==> config.mk <==
export PLATFORM = sky130hd
export DESIGN_NAME = link_frame_transmitter_unit_flat
export DESIGN_NICKNAME = d
export VERILOG_FILES = /design/src/lft_pkg.sv /design/src/lft_if.sv /design/src/lft_front.sv /design/src/lft_queue.sv /design/src/lft_back.sv /design/src/link_frame_transmitter_unit.sv /design/src/flat_wrapper.sv
export SDC_FILE = /design/constraint.sdc
export NUM_CORES = 1
export LEC_CHECK = 0
export BUFFER_PORTS_ARGS = -buffer_cell sky130_fd_sc_hd__buf_2
export CORE_MARGIN = 2
export CORE_UTILIZATION = 45
export CTS_CLUSTER_SIZE = 20
export DETAILED_ROUTE_END_ITERATION = 7
export SYNTH_ARGS = -nofsm -noshare
export SYNTH_HDL_FRONTEND = slang
export SYNTH_HIERARCHICAL = 1
export SYNTH_SLANG_ARGS = --single-unit
==> constraint.sdc <==
create_clock -name clk_i -period 4.75 [get_ports clk_i]
set_clock_uncertainty 0.1 [all_clocks]
set_input_delay 0.7125 -clock clk_i [delete_from_list [all_inputs] [get_ports clk_i]]
set_output_delay 0.7125 -clock clk_i [all_outputs]
set_load 0.02 [all_outputs]
==> src/lft_pkg.sv <==
// Package for the link frame transmitter: codes, job descriptor, constants.
`default_nettype none
package lft_pkg;

  localparam logic [7:0]  FLAG_BYTE   = 8'h0F;
  localparam logic [7:0]  ESC_BYTE    = 8'hF0;
  localparam logic [31:0] CRC_POLY    = 32'h04C11DB7;
  localparam int unsigned QUEUE_DEPTH = 2;
  localparam int unsigned ADDR_W      = 3;

  // Register addresses (byte addresses, decoded on bit 2)
  localparam logic ADDR_FRAMING = 1'b0;
  localparam logic ADDR_CHECK   = 1'b1;

  // Check appended after a job's bytes
  typedef enum logic [1:0] {
    CHK_NONE,
    CHK_EVEN,
    CHK_ODD,
    CHK_CRC
  } chk_e;

  typedef enum logic [1:0] {
    ST_IDLE,
    ST_BYTES,
    ST_CHECK
  } bk_state_e;

  typedef struct packed {
    logic       framing_mode;
    logic [1:0] check_mode;
  } cfg_t;

  // One item's worth of line work: up to four bytes, left aligned
  typedef struct packed {
    logic [31:0] bytes;
    logic [1:0]  nbytes_m1;
    chk_e        chk;
  } job_t;

endpackage
`default_nettype wire

==> src/lft_if.sv <==
// Handshake interfaces for input items and line bit results.
`default_nettype none
interface lft_item_if;
  logic       valid;
  logic       ready;
  logic [7:0] data_byte;
  logic [7:0] frame_length;
  logic       end_of_frame;

  modport source (output valid, output data_byte, output frame_length,
                  output end_of_frame, input ready);
  modport sink (input valid, input data_byte, input frame_length,
                input end_of_frame, output ready);
endinterface

interface lft_bit_if;
  logic valid;
  logic ready;
  logic line_bit;
  logic frame_done;

  modport source (output valid, output line_bit, output frame_done, input ready);
  modport sink (input valid, input line_bit, input frame_done, output ready);
endinterface
`default_nettype wire

==> src/lft_front.sv <==
// Front end: accepts items, tracks frame start, builds the byte job.
`default_nettype none
module lft_front (
  input  wire logic        clk_i,
  input  wire logic        rst_ni,
  lft_item_if.sink         item_i,
  input  wire lft_pkg::cfg_t cfg_i,
  input  wire logic        q_full_i,
  output      logic        push_o,
  output      lft_pkg::job_t job_o
);
  import lft_pkg::*;

  logic       in_frame_q, in_frame_d;
  logic       accept;
  logic       hdr_en, esc_en, trl_en;
  logic [7:0] hdr_byte;
  logic [31:0] acc;
  logic [2:0] n;
  logic [1:0] nb_m1;

  assign item_i.ready = !q_full_i;
  assign accept       = item_i.valid && !q_full_i;
  assign push_o       = accept;

  assign hdr_en   = !in_frame_q;
  assign hdr_byte = cfg_i.framing_mode ? FLAG_BYTE : item_i.frame_length;
  assign esc_en   = cfg_i.framing_mode &&
                    (item_i.data_byte == FLAG_BYTE || item_i.data_byte == ESC_BYTE);
  assign trl_en   = cfg_i.framing_mode && item_i.end_of_frame;

  // Pack header, escape, data and trailer in line order
  always_comb begin
    acc = '0;
    n   = '0;
    if (hdr_en) begin
      acc = {acc[23:0], hdr_byte};
      n   = n + 3'd1;
    end
    if (esc_en) begin
      acc = {acc[23:0], ESC_BYTE};
      n   = n + 3'd1;
    end
    acc = {acc[23:0], item_i.data_byte};
    n   = n + 3'd1;
    if (trl_en) begin
      acc = {acc[23:0], FLAG_BYTE};
      n   = n + 3'd1;
    end
  end

  assign nb_m1 = 2'(n - 3'd1);

  always_comb begin
    job_o.bytes     = acc << {~nb_m1, 3'b000};
    job_o.nbytes_m1 = nb_m1;
    if (!item_i.end_of_frame) begin
      job_o.chk = CHK_NONE;
    end else if (cfg_i.check_mode[1]) begin
      job_o.chk = CHK_CRC;
    end else if (cfg_i.check_mode[0]) begin
      job_o.chk = CHK_ODD;
    end else begin
      job_o.chk = CHK_EVEN;
    end
  end

  assign in_frame_d = accept ? !item_i.end_of_frame : in_frame_q;

  always_ff @(posedge clk_i or negedge rst_ni) begin
    if (!rst_ni) begin
      in_frame_q <= 1'b0;
    end else begin
      in_frame_q <= in_frame_d;
    end
  end

endmodule
`default_nettype wire

==> src/lft_queue.sv <==
// Short job queue between front end and serializer.
`default_nettype none
module lft_queue #(
  parameter int unsigned Depth = lft_pkg::QUEUE_DEPTH
) (
  input  wire logic          clk_i,
  input  wire logic          rst_ni,
  input  wire logic          push_i,
  input  wire lft_pkg::job_t wdata_i,
  output      logic          full_o,
  input  wire logic          pop_i,
  output      logic          valid_o,
  output      lft_pkg::job_t rdata_o
);
  import lft_pkg::*;

  localparam int unsigned PtrW = $clog2(Depth);
  localparam int unsigned CntW = $clog2(Depth + 1);
  localparam logic [PtrW-1:0] LastPtr = PtrW'(Depth - 1);

  job_t            mem_q [Depth];
  logic [PtrW-1:0] wr_ptr_q, wr_ptr_d, rd_ptr_q, rd_ptr_d;
  logic [CntW-1:0] cnt_q, cnt_d;
  logic            do_push, do_pop;

  assign full_o  = (cnt_q == CntW'(Depth));
  assign valid_o = (cnt_q != '0);
  assign rdata_o = mem_q[rd_ptr_q];
  assign do_push = push_i && !full_o;
  assign do_pop  = pop_i && valid_o;

  always_comb begin
    wr_ptr_d = wr_ptr_q;
    rd_ptr_d = rd_ptr_q;
    cnt_d    = cnt_q;
    if (do_push) begin
      wr_ptr_d = (wr_ptr_q == LastPtr) ? '0 : wr_ptr_q + 1'b1;
    end
    if (do_pop) begin
      rd_ptr_d = (rd_ptr_q == LastPtr) ? '0 : rd_ptr_q + 1'b1;
    end
    if (do_push && !do_pop) begin
      cnt_d = cnt_q + 1'b1;
    end else if (do_pop && !do_push) begin
      cnt_d = cnt_q - 1'b1;
    end
  end

  always_ff @(posedge clk_i or negedge rst_ni) begin
    if (!rst_ni) begin
      wr_ptr_q <= '0;
      rd_ptr_q <= '0;
      cnt_q    <= '0;
    end else begin
      wr_ptr_q <= wr_ptr_d;
      rd_ptr_q <= rd_ptr_d;
      cnt_q    <= cnt_d;
    end
  end

  always_ff @(posedge clk_i) begin
    if (do_push) begin
      mem_q[wr_ptr_q] <= wdata_i;
    end
  end

endmodule
`default_nettype wire

==> src/lft_back.sv <==
// Serializer: shifts job bytes out MSB first, keeps CRC/parity, appends check.
`default_nettype none
module lft_back (
  input  wire logic          clk_i,
  input  wire logic          rst_ni,
  input  wire logic          q_valid_i,
  input  wire lft_pkg::job_t job_i,
  output      logic          pop_o,
  lft_bit_if.source          bit_o
);
  import lft_pkg::*;

  bk_state_e   state_q, state_d;
  logic [31:0] shreg_q, shreg_d;
  logic [4:0]  cnt_q, cnt_d;
  chk_e        chk_q, chk_d;
  logic [31:0] crc_q, crc_d, crc_step;
  logic        par_q, par_d, par_step;
  logic        ovalid_q, ovalid_d, obit_q, odone_q;

  logic cur_bit, advance, bytes_end, check_end, job_end, load, enter_check;

  assign cur_bit  = shreg_q[31];
  assign crc_step = {crc_q[30:0], 1'b0} ^ ((crc_q[31] ^ cur_bit) ? CRC_POLY : 32'h0);
  assign par_step = par_q ^ cur_bit;

  // Control outputs
  always_comb begin
    advance     = (state_q != ST_IDLE) && (!ovalid_q || bit_o.ready);
    bytes_end   = (state_q == ST_BYTES) && (cnt_q == '0);
    check_end   = (state_q == ST_CHECK) && (cnt_q == '0);
    job_end     = advance && ((bytes_end && chk_q == CHK_NONE) || check_end);
    enter_check = advance && bytes_end && (chk_q != CHK_NONE);
    load        = q_valid_i && ((state_q == ST_IDLE) || job_end);
  end

  assign pop_o = load;

  // Next state
  always_comb begin
    state_d = state_q;
    if (load) begin
      state_d = ST_BYTES;
    end else if (enter_check) begin
      state_d = ST_CHECK;
    end else if (job_end) begin
      state_d = ST_IDLE;
    end
  end

  // Datapath
  always_comb begin
    shreg_d = shreg_q;
    cnt_d   = cnt_q;
    chk_d   = chk_q;
    if (load) begin
      shreg_d = job_i.bytes;
      cnt_d   = {job_i.nbytes_m1, 3'b111};
      chk_d   = job_i.chk;
    end else if (enter_check) begin
      if (chk_q == CHK_CRC) begin
        shreg_d = crc_step;
        cnt_d   = 5'd31;
      end else begin
        shreg_d = {par_step ^ (chk_q == CHK_ODD), 31'b0};
        cnt_d   = 5'd0;
      end
    end else if (advance) begin
      shreg_d = {shreg_q[30:0], 1'b0};
      cnt_d   = cnt_q - 5'd1;
    end

    crc_d = crc_q;
    par_d = par_q;
    if (advance && state_q == ST_BYTES) begin
      crc_d = crc_step;
      par_d = par_step;
    end else if (advance && check_end) begin
      crc_d = '0;
      par_d = 1'b0;
    end

    if (advance) begin
      ovalid_d = 1'b1;
    end else if (bit_o.ready) begin
      ovalid_d = 1'b0;
    end else begin
      ovalid_d = ovalid_q;
    end
  end

  always_ff @(posedge clk_i or negedge rst_ni) begin
    if (!rst_ni) begin
      state_q  <= ST_IDLE;
      chk_q    <= CHK_NONE;
      cnt_q    <= '0;
      crc_q    <= '0;
      par_q    <= 1'b0;
      ovalid_q <= 1'b0;
    end else begin
      state_q  <= state_d;
      chk_q    <= chk_d;
      cnt_q    <= cnt_d;
      crc_q    <= crc_d;
      par_q    <= par_d;
      ovalid_q <= ovalid_d;
    end
  end

  always_ff @(posedge clk_i) begin
    shreg_q <= shreg_d;
    if (advance) begin
      obit_q  <= cur_bit;
      odone_q <= check_end;
    end
  end

  assign bit_o.valid      = ovalid_q;
  assign bit_o.line_bit   = obit_q;
  assign bit_o.frame_done = odone_q;

endmodule
`default_nettype wire

==> src/link_frame_transmitter_unit.sv <==
// Top level of the link frame transmitter: config registers, front end, queue, serializer.
//
// Usage:
//  - item_i carries payload bytes of a frame (data_byte, frame_length, end_of_frame);
//    frame_length is sampled only on the first byte of a frame.
//  - bit_o delivers framed line bits MSB first, one per handshake; frame_done marks the
//    final check bit of a frame.
//  - APB port: 0x0 framing_mode (0 length header, 1 flag + escape stuffing),
//    0x4 check_mode (0 even parity, 1 odd parity, 2/3 CRC-32). Write only while idle.
// Timing:
//  - An item's first bit passes the job queue, shift register and output register.
//  - The serializer emits one bit per cycle while bit_o.ready is high and jobs wait,
//    so an item is 8 to 64 bits (8 per line byte, plus 1 or 32 check bits on the
//    last byte); the shift register of the serializer sets that rate.
//  - The front end keeps accepting until the job queue (Depth entries) fills,
//    so the next item is taken while the current one is still shifting out.
// Reset: queue empty, no frame open, CRC and parity cleared, registers zero.
// Stall: a low bit_o.ready holds the output register; the serializer freezes
//  and, once the queue is full, item_i.ready drops.
`default_nettype none
module link_frame_transmitter_unit #(
  parameter int unsigned QueueDepth = lft_pkg::QUEUE_DEPTH
) (
  input  wire logic                       clk_i,
  input  wire logic                       rst_ni,
  lft_item_if.sink                        item_i,
  lft_bit_if.source                       bit_o,
  input  wire logic                       psel,
  input  wire logic                       penable,
  input  wire logic                       pwrite,
  input  wire logic [lft_pkg::ADDR_W-1:0] paddr,
  input  wire logic [31:0]                pwdata,
  output      logic [31:0]                prdata,
  output      logic                       pready
);
  import lft_pkg::*;

  cfg_t  cfg_q, cfg_d;
  logic  wr_en;
  logic  push, q_full, q_valid, pop;
  job_t  job_in, job_out;

  // APB registers, decoded on address bit 2
  assign pready = 1'b1;
  assign wr_en  = psel && penable && pwrite;

  always_comb begin
    cfg_d = cfg_q;
    if (wr_en) begin
      unique case (paddr[2])
        ADDR_FRAMING: cfg_d.framing_mode = pwdata[0];
        ADDR_CHECK:   cfg_d.check_mode   = pwdata[1:0];
        default:      cfg_d = cfg_q;
      endcase
    end
  end

  always_comb begin
    unique case (paddr[2])
      ADDR_FRAMING: prdata = {31'b0, cfg_q.framing_mode};
      ADDR_CHECK:   prdata = {30'b0, cfg_q.check_mode};
      default:      prdata = '0;
    endcase
  end

  always_ff @(posedge clk_i or negedge rst_ni) begin
    if (!rst_ni) begin
      cfg_q <= '0;
    end else begin
      cfg_q <= cfg_d;
    end
  end

  lft_front u_front (
    .clk_i    (clk_i),
    .rst_ni   (rst_ni),
    .item_i   (item_i),
    .cfg_i    (cfg_q),
    .q_full_i (q_full),
    .push_o   (push),
    .job_o    (job_in)
  );

  lft_queue #(
    .Depth (QueueDepth)
  ) u_queue (
    .clk_i   (clk_i),
    .rst_ni  (rst_ni),
    .push_i  (push),
    .wdata_i (job_in),
    .full_o  (q_full),
    .pop_i   (pop),
    .valid_o (q_valid),
    .rdata_o (job_out)
  );

  lft_back u_back (
    .clk_i     (clk_i),
    .rst_ni    (rst_ni),
    .q_valid_i (q_valid),
    .job_i     (job_out),
    .pop_o     (pop),
    .bit_o     (bit_o)
  );

endmodule
`default_nettype wire

==> src/flat_wrapper.sv <==
// flat-port wrapper written by rule: the top's interface ports become plain ports
module link_frame_transmitter_unit_flat import lft_pkg::*;
#(
  parameter int unsigned QueueDepth = lft_pkg::QUEUE_DEPTH
)
  (clk_i, rst_ni, psel, penable, pwrite, paddr, pwdata, prdata, pready, item_i_valid, item_i_data_byte, item_i_frame_length, item_i_end_of_frame, item_i_ready, bit_o_valid, bit_o_line_bit, bit_o_frame_done, bit_o_ready);
  lft_item_if item_i_i ();
  lft_bit_if bit_o_i ();
  input  wire logic clk_i;
  input  wire logic rst_ni;
  input  wire logic psel;
  input  wire logic penable;
  input  wire logic pwrite;
  input  wire logic [lft_pkg::ADDR_W-1:0] paddr;
  input  wire logic [31:0] pwdata;
  output      logic [31:0] prdata;
  output      logic pready;
  input wire logic [$bits(item_i_i.valid)-1:0] item_i_valid;
  input wire logic [$bits(item_i_i.data_byte)-1:0] item_i_data_byte;
  input wire logic [$bits(item_i_i.frame_length)-1:0] item_i_frame_length;
  input wire logic [$bits(item_i_i.end_of_frame)-1:0] item_i_end_of_frame;
  output wire logic [$bits(item_i_i.ready)-1:0] item_i_ready;
  output wire logic [$bits(bit_o_i.valid)-1:0] bit_o_valid;
  output wire logic [$bits(bit_o_i.line_bit)-1:0] bit_o_line_bit;
  output wire logic [$bits(bit_o_i.frame_done)-1:0] bit_o_frame_done;
  input wire logic [$bits(bit_o_i.ready)-1:0] bit_o_ready;
  assign item_i_i.valid = item_i_valid;
  assign item_i_i.data_byte = item_i_data_byte;
  assign item_i_i.frame_length = item_i_frame_length;
  assign item_i_i.end_of_frame = item_i_end_of_frame;
  assign item_i_ready = item_i_i.ready;
  assign bit_o_valid = bit_o_i.valid;
  assign bit_o_line_bit = bit_o_i.line_bit;
  assign bit_o_frame_done = bit_o_i.frame_done;
  assign bit_o_i.ready = bit_o_ready;
  link_frame_transmitter_unit #(.QueueDepth(QueueDepth)) u_core (.clk_i(clk_i), .rst_ni(rst_ni), .item_i(item_i_i), .bit_o(bit_o_i), .psel(psel), .penable(penable), .pwrite(pwrite), .paddr(paddr), .pwdata(pwdata), .prdata(prdata), .pready(pready));
endmodule
* Yosys cells after proc, flatten, opt, wreduce, memory -nomap -nowiden
Memories as Yosys holds them, arrays and structs flattened.
Index checks and enable logic that the tools add are counted.
** Storage, ports and cells
- Flip-flop bits (word level) :: 85
- Memory bits (writable) :: 72
- Bits of input ports :: 59
- Output and inout bits :: 37
- Word-level logic and storage cells :: 115
- Memories :: 1
** Cells by class
- Add/sub/neg operators :: 9
- Equal/unequal tests :: 7
- Shift-type cells :: 1
- Mux-type cells :: 35
- Bitwise operators :: 6
- Reductions and logical operators :: 41
** Memories
- u_core.u_queue.mem_q :: words 2, width 36, rd ports 1, clocked after memory_dff 0, write ports 1, line lft_queue.sv:21 : job_t mem_q [Depth];
** Operators by type and width (number)
- 32-bit 2-to-1 mux :: 7
- 32-bit case mux with 2 select lines :: 1
- 32-bit by 5-bit left shift with 32-bit output :: 1
- 32-bit by 27-bit XOR with 32-bit output :: 1
- 27-bit 2-to-1 mux :: 1
- 2-bit 2-to-1 mux :: 10
- 5-bit 2-to-1 mux :: 4
- 1-bit logical AND :: 19
- 16-bit 2-to-1 mux :: 1
- 8-bit 2-to-1 mux :: 2
- 2-bit nonzero test :: 6
- 1-bit 2-to-1 mux :: 9
- 2-bit == test (second input constant) :: 4
- 8-bit by 4-bit == test with 1-bit output (second input constant) :: 1
- 8-bit == test (second input constant) :: 1
- 2-bit by 1-bit adder with 2-bit output (second input constant) :: 3
- 3-bit nonzero test :: 2
- 1-bit zero test :: 5
- 5-bit zero test :: 1
- 5-bit by 1-bit subtractor with 5-bit output (second input constant) :: 1
- 2-bit zero test :: 2
- 1-bit logical OR :: 4
- 2-bit AND reduction :: 2
- 2-bit by 1-bit subtractor with 2-bit output (second input constant) :: 2
- 6 further kinds :: 9

* Depth between registers and ports, before layout
Gate-level depths: netlist (run 1).
- Word-level depth :: 11
- Mapped depth :: 12
- Mapped depth without buffers :: 10

* By module
The synthesis (run 1) kept the hierarchy.
** By module, submodules not included
- lft_back :: instances 1, cells each 282, area each 3707.3 um2, sequential area each 2097.0 um2
- lft_queue :: instances 1, cells each 131, area each 2947.8 um2, sequential area each 2262.2 um2
- lft_front :: instances 1, cells each 129, area each 814.5 um2, sequential area each 25.0 um2
- link_frame_transmitter_unit :: instances 1, cells each 43, area each 382.9 um2, sequential area each 75.1 um2

* Worst setup path before layout (run 1)
OpenSTA, ideal clock, no wires.
- Path kind :: input-to-reg
- Start point :: in item_i_valid
- End point :: mem u_core/u_queue/mem_q[0][0] in the netlist's numbering, enable pin
- Library setup time :: 429 ps
- Arrival time :: 2568 ps
- Required time :: 4221 ps
- Setup slack :: 1653 ps
- Stages on the path :: 3
- Path buffers :: 0
- Path through :: nor2b_1 nand2_1 nor2_1
** Between the ends
- Word-level cells in the longest chain between the ends :: 4
** RTL lines
- start: declaration :: line flat_wrapper.sv:18 : input wire logic [$bits(item_i_i.valid)-1:0] item_i_valid;
- 1-bit logical AND :: line lft_front.sv:23 : assign accept = item_i.valid && !q_full_i;
- 1-bit logical AND :: line lft_queue.sv:29 : assign do_push = push_i && !full_o;
- 1-bit 2-to-1 mux :: line lft_queue.sv:62 : if (do_push) begin
- 1-bit 2-to-1 mux (not written as such) :: line lft_queue.sv:63 : mem_q[wr_ptr_q] <= wdata_i;
- end: declaration :: line lft_queue.sv:21
No other way between the ends.

==> results of run 1 <==
## sequential cells by signal, summed over array words and instances (netlist names)
| register | flops |
|---|---|
| u_core/cfg_q | 3 |
| u_core/u_back/bit_o.line_bit | 1 |
| u_core/u_back/shreg_q | 32 |
| u_core/u_queue/mem_q | 72 |
| u_core/u_queue/wr_ptr_q | 1 |
| u_core/u_back/state_q | 2 |
| u_core/u_back/cnt_q | 5 |
| u_core/u_back/par_q | 1 |
| u_core/u_queue/cnt_q | 2 |
| u_core/u_queue/rd_ptr_q | 1 |
| u_core/u_front/in_frame_q | 1 |
| u_core/u_back/bit_o.frame_done | 1 |
| u_core/u_back/chk_q | 2 |
| u_core/u_back/bit_o.valid | 1 |
| u_core/u_back/crc_q | 32 |
## power by group through the flow
| stage | sequential, W | clock (W) | combinational (W) |
|---|---|---|---|
| floorplan | 0.00209 | 0 | 0.00118 |
| global placement | 0.00214 | 0 | 0.00139 |
| detailed placement | 0.00215 | 0 | 0.00143 |
| CTS | 0.00213 | 0.00135 | 0.00143 |
| global route | 0.00218 | 0.00140 | 0.00156 |
| finish | 0.00213 | 0.00132 | 0.00142 |
## metal layers
layer,vias to the layer above,share of wire,GRT usage
li1,2243,-,-
met1,2387,0.48,0.253
met2,121,0.47,0.283
met3,18,0.039,0.0343
met4,0,0.015,0.0573
met5,-,0,0
## logic make-up (layout without fill, tap and decap cells)
kind of cell / Yosys count / in the layout / share of synthesized area
adder cells (fa/ha/maj): 4 / 4 / 0.00733
multiplexers: 74 / 74 / 0.120
buffers and inverters: 74 / 87 / 0.0596
AND/OR/NAND/NOR: 108 / 108 / 0.0741
AO/OA/AOI/OAI: 144 / 144 / 0.146
flip-flops: 157 / 157 / 0.568
other: 2 / 31 / 0.000956
XOR/XNOR: 22 / 22 / 0.0245
## metrics by stage
| stage | hold slack [ps] | total power [W] | setup WS (ps) | instance area, um2 |
|---|---|---|---|---|
| detailed placement | 395 | 0.00358 | 1050 | 8090 |
| CTS | 325 | 0.00492 | 1460 | 8660 |
| global placement | 373 | 0.00353 | 1080 | 8090 |
| global route | 377 | 0.00513 | 1270 | 8660 |
| finish | 299 | 0.00488 | 1470 | 8660 |
| floorplan | 317 | 0.00327 | 1650 | 7960 |
## placed cells by master, fill, tap and decap left out, types with 8 or more instances in the layout
cell / count
nor3_1: 8
clkbuf_16: 17
buf_2: 32
nand2_1: 26
buf_4: 10
a21oi_1: 9
a22o_1: 41
o21ai_0: 9
o2bb2ai_1: 26
conb_1: 31
xnor2_1: 16
edfxtp_1: 106
inv_1: 12
dfrtp_1: 50
mux2_2: 42
mux2_4: 29
a211oi_1: 10
nor2_1: 26
## cell type report
| cell class | instances | area [um2] | share of cell area |
|---|---|---|---|
| flip-flops and latches | 157 | 4460 | 0.515 |
| multi-input cells | 383 | 3060 | 0.353 |
| repair buffers | 42 | 235 | 0.0272 |
| well taps | 225 | 282 | 0.0325 |
| inverters | 13 | 48.8 | 0.00563 |
| clock buffers | 18 | 429 | 0.0495 |
| clock inverters | 14 | 149 | 0.0172 |
## worst paths after layout
| check | cells past startpoint | endpoint | slack (ps) |
|---|---|---|---|
| hold / removal | 2 | u_core/cfg_q[1] | 300 |
| setup reg to reg | 7 | u_core/u_queue/mem_q[1][31] | 1470 |
| min in group clk_i | 2 | u_core/cfg_q[2] | 410 |
| max in group asynchronous | 2 | u_core/u_queue/rd_ptr_q | 3770 |
| setup / recovery | 7 | u_core/u_queue/mem_q[1][31] | 1470 |
| hold reg to reg | 1 | u_core/u_queue/cnt_q[1] | 410 |
==> results by group, run 1 <==
Outcome
  • Status: completed

Drt
  • Routed via count: 4769
  • DR pass1 iterations: 7
  • Number of DRC markers in iteration 0: 297
  • Final ANT Viol Nets: 0
  • Via/cell ratio: 5.60
  • Routed len/inst: 18.5 um
  • Residual DRC: 0
  • Wirelength, routed: 15800 um

Logic synthesis
  • Count leader, synth: edfxtp_1
  • Synth Cell Area: 7850 um2
  • Top FF cell, synth: edfxtp_1
  • Synth async-reset ratio: 0.325
  • Synthesis-stage register bit count: 157
  • Synth area leaders: edfxtp_1, dfrtp_1, mux2_2
  • Area leader, netlist: edfxtp_1
  • Yosys top cell area share: 0.405
  • Synth Instances: 585
  • Yosys warns: 6
  • Post-synth top cells: edfxtp_1, dfrtp_1, mux2_2
  • Post-synth EDFFs: 106
  • Register area share after synthesis: 0.568
  • Synth cell types: 68
  • Mean area per synthesized cell: 13.4 um2

Clocking
  • Gates resized, CTS repair: 0
  • Clk sinks: 157
  • Clock Tree Buf Depth: 2
  • Hold buffers post-CTS: 0
  • Cts bufs inserted: 17
  • CTS tree: built
  • Setup bufs post-CTS: 0
  • Worst-path clk slew: 70 ps
  • H-tree depth: 4
  • Clk_lat worst skew: 430 ps
  • Root Buffer: clkbuf_16

Critical path
  • Buf+Inv Stages, Crit Path: 1
  • Critical Path Source Type: flop
  • CP max stage delay: 940 ps
  • Worst-path fanout max: 16
  • Worst Setup SP: u_core/cfg_q[2]
  • Crit path kind: flop to flop
  • CP cell instances: nand2_1, inv_1, fa_1, nand2b_1, o31a_1, a22o_1, o21ai_0
  • Critical Path AT: 3400 ps
  • Kind of cell adding the most delay to the critical path: adder cells
  • Critical Path RT: 4880 ps
  • Endpoint class of the critical path: flop
  • R2r startpoint: u_core/cfg_q[2]
  • CP max stage cell: fa_1

Die
  • Core area: 17200 um2
  • Die height: 136 um
  • Num rows: 48
  • Die area: 18500 um2
  • Initial Util: 0.457
  • Die Width: 136 um
  • Top-level I/O count: 96

Power and ir drop
  • Peak VDD IR: 303 uV
  • Switching share of power: 0.324
  • Int Power: 0.00330 W
  • Sequential share of power: 0.437
  • Leakage dissipation: 3.34 nW
  • Switching pwr: 0.00158 W
  • Logic pwr share: 0.292
  • Clk pwr share: 0.271
  • PwrDens: 563 nW/um2

Timing
  • Period utilisation layout: 0.690
  • Setup tns final: 0 ps
  • RSZ-0062 raised after global routing: false
  • # setup viols final: 0
  • Worst slew margin: 0.292
  • Final Hold Viols: 0
  • Slew @ Worst Pin: 1060 ps
  • Max Slew Vio Count: 0
  • Max Fclk: 305 MHz
  • Period minus WS final: 3280 ps

Min path
  • Worst hold path class: input port to asynchronous set/reset pin

Cells and area
  • Finished Layout Cells: 852
  • Final-stage net count: 677
  • Synth-to-Final Area Change: 10.3%
  • Share of post-route cells with drive strength above 1: 0.258
  • Fill count: 1509
  • Post-layout util: 0.504
  • Diode count: 0

Global route
  • First-pass GRT wire length: 25100 um
  • Antenna violations before repair: 0
  • Vias in the first global route: 4658
  • Largest net degree at the start of global routing: 52
  • Global-route usage over all layers: 0.180
  • Gr ovfl total: 0

Placement
  • IO buf count: 32
  • Placed cells: 820
  • Routability cong.: 0.952
  • Post-DP HPWL: 10500 um

Job
  • Max cap viols: 0
(Power assumes the default switching activity.)
==> run 2, diff against run 1 <==
- PLACE_DENSITY: not set -> 0.67
- clock period: 4.75 -> 2.79 ns (I/O delays scaled with it)
==> results by group, run 2 (synthesis gave the netlist of run 1 again) <==
Outcome
  • Status: completed

Min path
  • Hold path startpoint: pwdata[1]
  • WHS Endpoint: u_core/cfg_q[1]
  • Worst hold path class: input port to flop
  • WHS Path Cells: 2

Placement
  • Placed Area: 8380 um2
  • IO buf count: 32
  • Routability cong.: 0.973
  • Post-DP HPWL: 11000 um

Cells and area
  • Commonest cells after routing, fill and taps aside: edfxtp_1, dfrtp_1, buf_4
  • Fin area: 8960 um2
  • Area used by multi-input combinational logic: 3060 um2
  • Largest register FFs: 72
  • Register area: 4460 um2
  • Diode count: 0
  • Largest register by flop count: u_core/u_queue/mem_q
  • Synth-to-Final Area Change: 14.1%
  • Final-stage net count: 715
  • Share of post-route cells with drive strength above 1: 0.301
  • Biggest regs: u_core/u_queue/mem_q: 72 flops, u_core/u_back/crc_q: 32 flops, u_core/u_back/shreg_q: 32 flops
  • Fill count: 1497
  • Most common cell after layout, fill and taps aside: edfxtp_1

Timing
  • Period utilisation layout: 0.940
  • Final Hold Viols: 0
  • RSZ-0062 raised after global routing: false
  • Max Fclk: 381 MHz
  • # setup viols final: 0
  • Setup tns final: 0 ps
  • Period minus WS final: 2620 ps
  • Worst slew margin: 0.594
  • Slew @ Worst Pin: 610 ps
  • Max Slew Vio Count: 0
  • Worst Hold Margin: 116 ps

Global route
  • Global-route usage over all layers: 0.183
  • Antenna violations before repair: 0
  • Largest net degree at the start of global routing: 37
  • Vias in the first global route: 4925
  • Gr ovfl total: 0
  • First-pass GRT wire length: 25900 um

Clocking
  • Worst-path clk slew: 70 ps
  • H-tree depth: 4
  • Clk_lat worst skew: 430 ps
  • CTS tree: built
  • Clock Tree Buf Depth: 2
  • Setup bufs post-CTS: 0
  • Cts bufs inserted: 17
  • Root Buffer: clkbuf_16
  • Clk sinks: 157

Critical path
  • CP cell instances: inv_1, fa_2, nand2b_1, o31a_1, a22oi_1, and2_1
  • CP max stage delay: 720 ps
  • R2r startpoint: u_core/u_front/in_frame_q
  • Critical Path AT: 2810 ps
  • Reg2Reg Setup Slack: 170 ps
  • Critical Path Source Type: flop
  • Worst-path fanout max: 11
  • Buf+Inv Stages, Crit Path: 1
  • CP max stage cell: fa_2
  • Kind of cell adding the most delay to the critical path: adder cells
  • Endpoint class of the critical path: flop
  • Critical Path RT: 2970 ps
  • R2r endpoint: u_core/u_queue/mem_q[1][14]
  • Crit path kind: flop to flop
  • Register-to-Register Path Depth: 6

Die
  • Core area: 17200 um2
  • Die area: 18500 um2
  • Num rows: 48
  • Die Width: 136 um
  • Top-level I/O count: 96
  • Die height: 136 um
  • Initial Util: 0.457

Power and ir drop
  • Switching pwr: 0.00276 W
  • Peak VDD IR: 553 uV
  • Int Power: 0.00562 W
  • Clk pwr share: 0.267
  • Logic pwr share: 0.294
  • Leakage dissipation: 3.52 nW
  • Switching share of power: 0.330
  • PwrDens: 935 nW/um2
  • Sequential share of power: 0.439

Drt
  • Routed via count: 4900
  • Routed len/inst: 17.8 um
  • DR pass1 iterations: 5
  • Via/cell ratio: 5.51
  • Residual DRC: 0
  • Number of DRC markers in iteration 0: 349
  • Wirelength, routed: 15900 um
  • Final ANT Viol Nets: 0

Job
  • Max cap viols: 0
## run 2: metal layers
| layer | GRT usage | up-vias | share of wire |
|---|---|---|---|
| li1 | - | 2314 | - |
| met4 | 0.0804 | 0 | 0.025 |
| met5 | 0 | - | 0 |
| met2 | 0.294 | 147 | 0.47 |
| met1 | 0.243 | 2406 | 0.45 |
| met3 | 0.0336 | 33 | 0.049 |
## run 2: per-stage QoR
step                std cells  total power (W)   util  worst slack, ps
floorplan                 614          0.00557      -             56.5
global placement          857          0.00607  0.488             -232
detailed placement        857          0.00617  0.488             -299
CTS                       890          0.00843  0.521              107
global route              890          0.00881  0.522             11.6
finish                    890          0.00838  0.522              168
## run 2: area by class of cell
cell class                 count  share of cell area
sequential                   157               0.498
clock buffer                  17              0.0475
timing repair buffer          80              0.0611
clock inverter                15              0.0158
inverter                      13             0.00544
multi-input combinational    383               0.341
tap                          225              0.0314
## run 2: worst reg2reg max path, delay by kind of cell (launching register included)
| family | cells | cell delay, ps |
|---|---|---|
| AO/OA/AOI/OAI | 2 | 630 |
| adder cells (fa/ha/maj) | 1 | 720 |
| buffers and inverters | 1 | 200 |
| flip-flops | 1 | 480 |
| AND/OR/NAND/NOR | 2 | 350 |
## run 2: power by group through the flow
stage               logic [W]  clock network [W]  registers [W]
global placement      0.00237                  0        0.00369
CTS                   0.00247            0.00228        0.00368
finish                0.00246            0.00223        0.00368
global route          0.00269            0.00237        0.00376
detailed placement    0.00245                  0        0.00372
floorplan             0.00201                  0        0.00356
## run 2: worst max-delay path by stage
stage,startpoint,cells past startpoint,to,slack (ps)
floorplan,item_i_end_of_frame,10,u_core/u_queue/mem_q[0][20],60
global placement,item_i_data_byte[1],11,u_core/u_queue/mem_q[0][23],-230
detailed placement,item_i_data_byte[1],11,u_core/u_queue/mem_q[0][23],-300
CTS,u_core/u_front/in_frame_q,6,u_core/u_queue/mem_q[0][14],110
global route,u_core/u_front/in_frame_q,6,u_core/u_queue/mem_q[0][14],10
finish,u_core/u_front/in_frame_q,6,u_core/u_queue/mem_q[1][14],170
## run 2: what timing repair did
action	CTS	global route
setup endpoints to repair	2	16
hold buffers	1	0
endpoints found under the hold margin	24	0
gates resized for setup	1	2
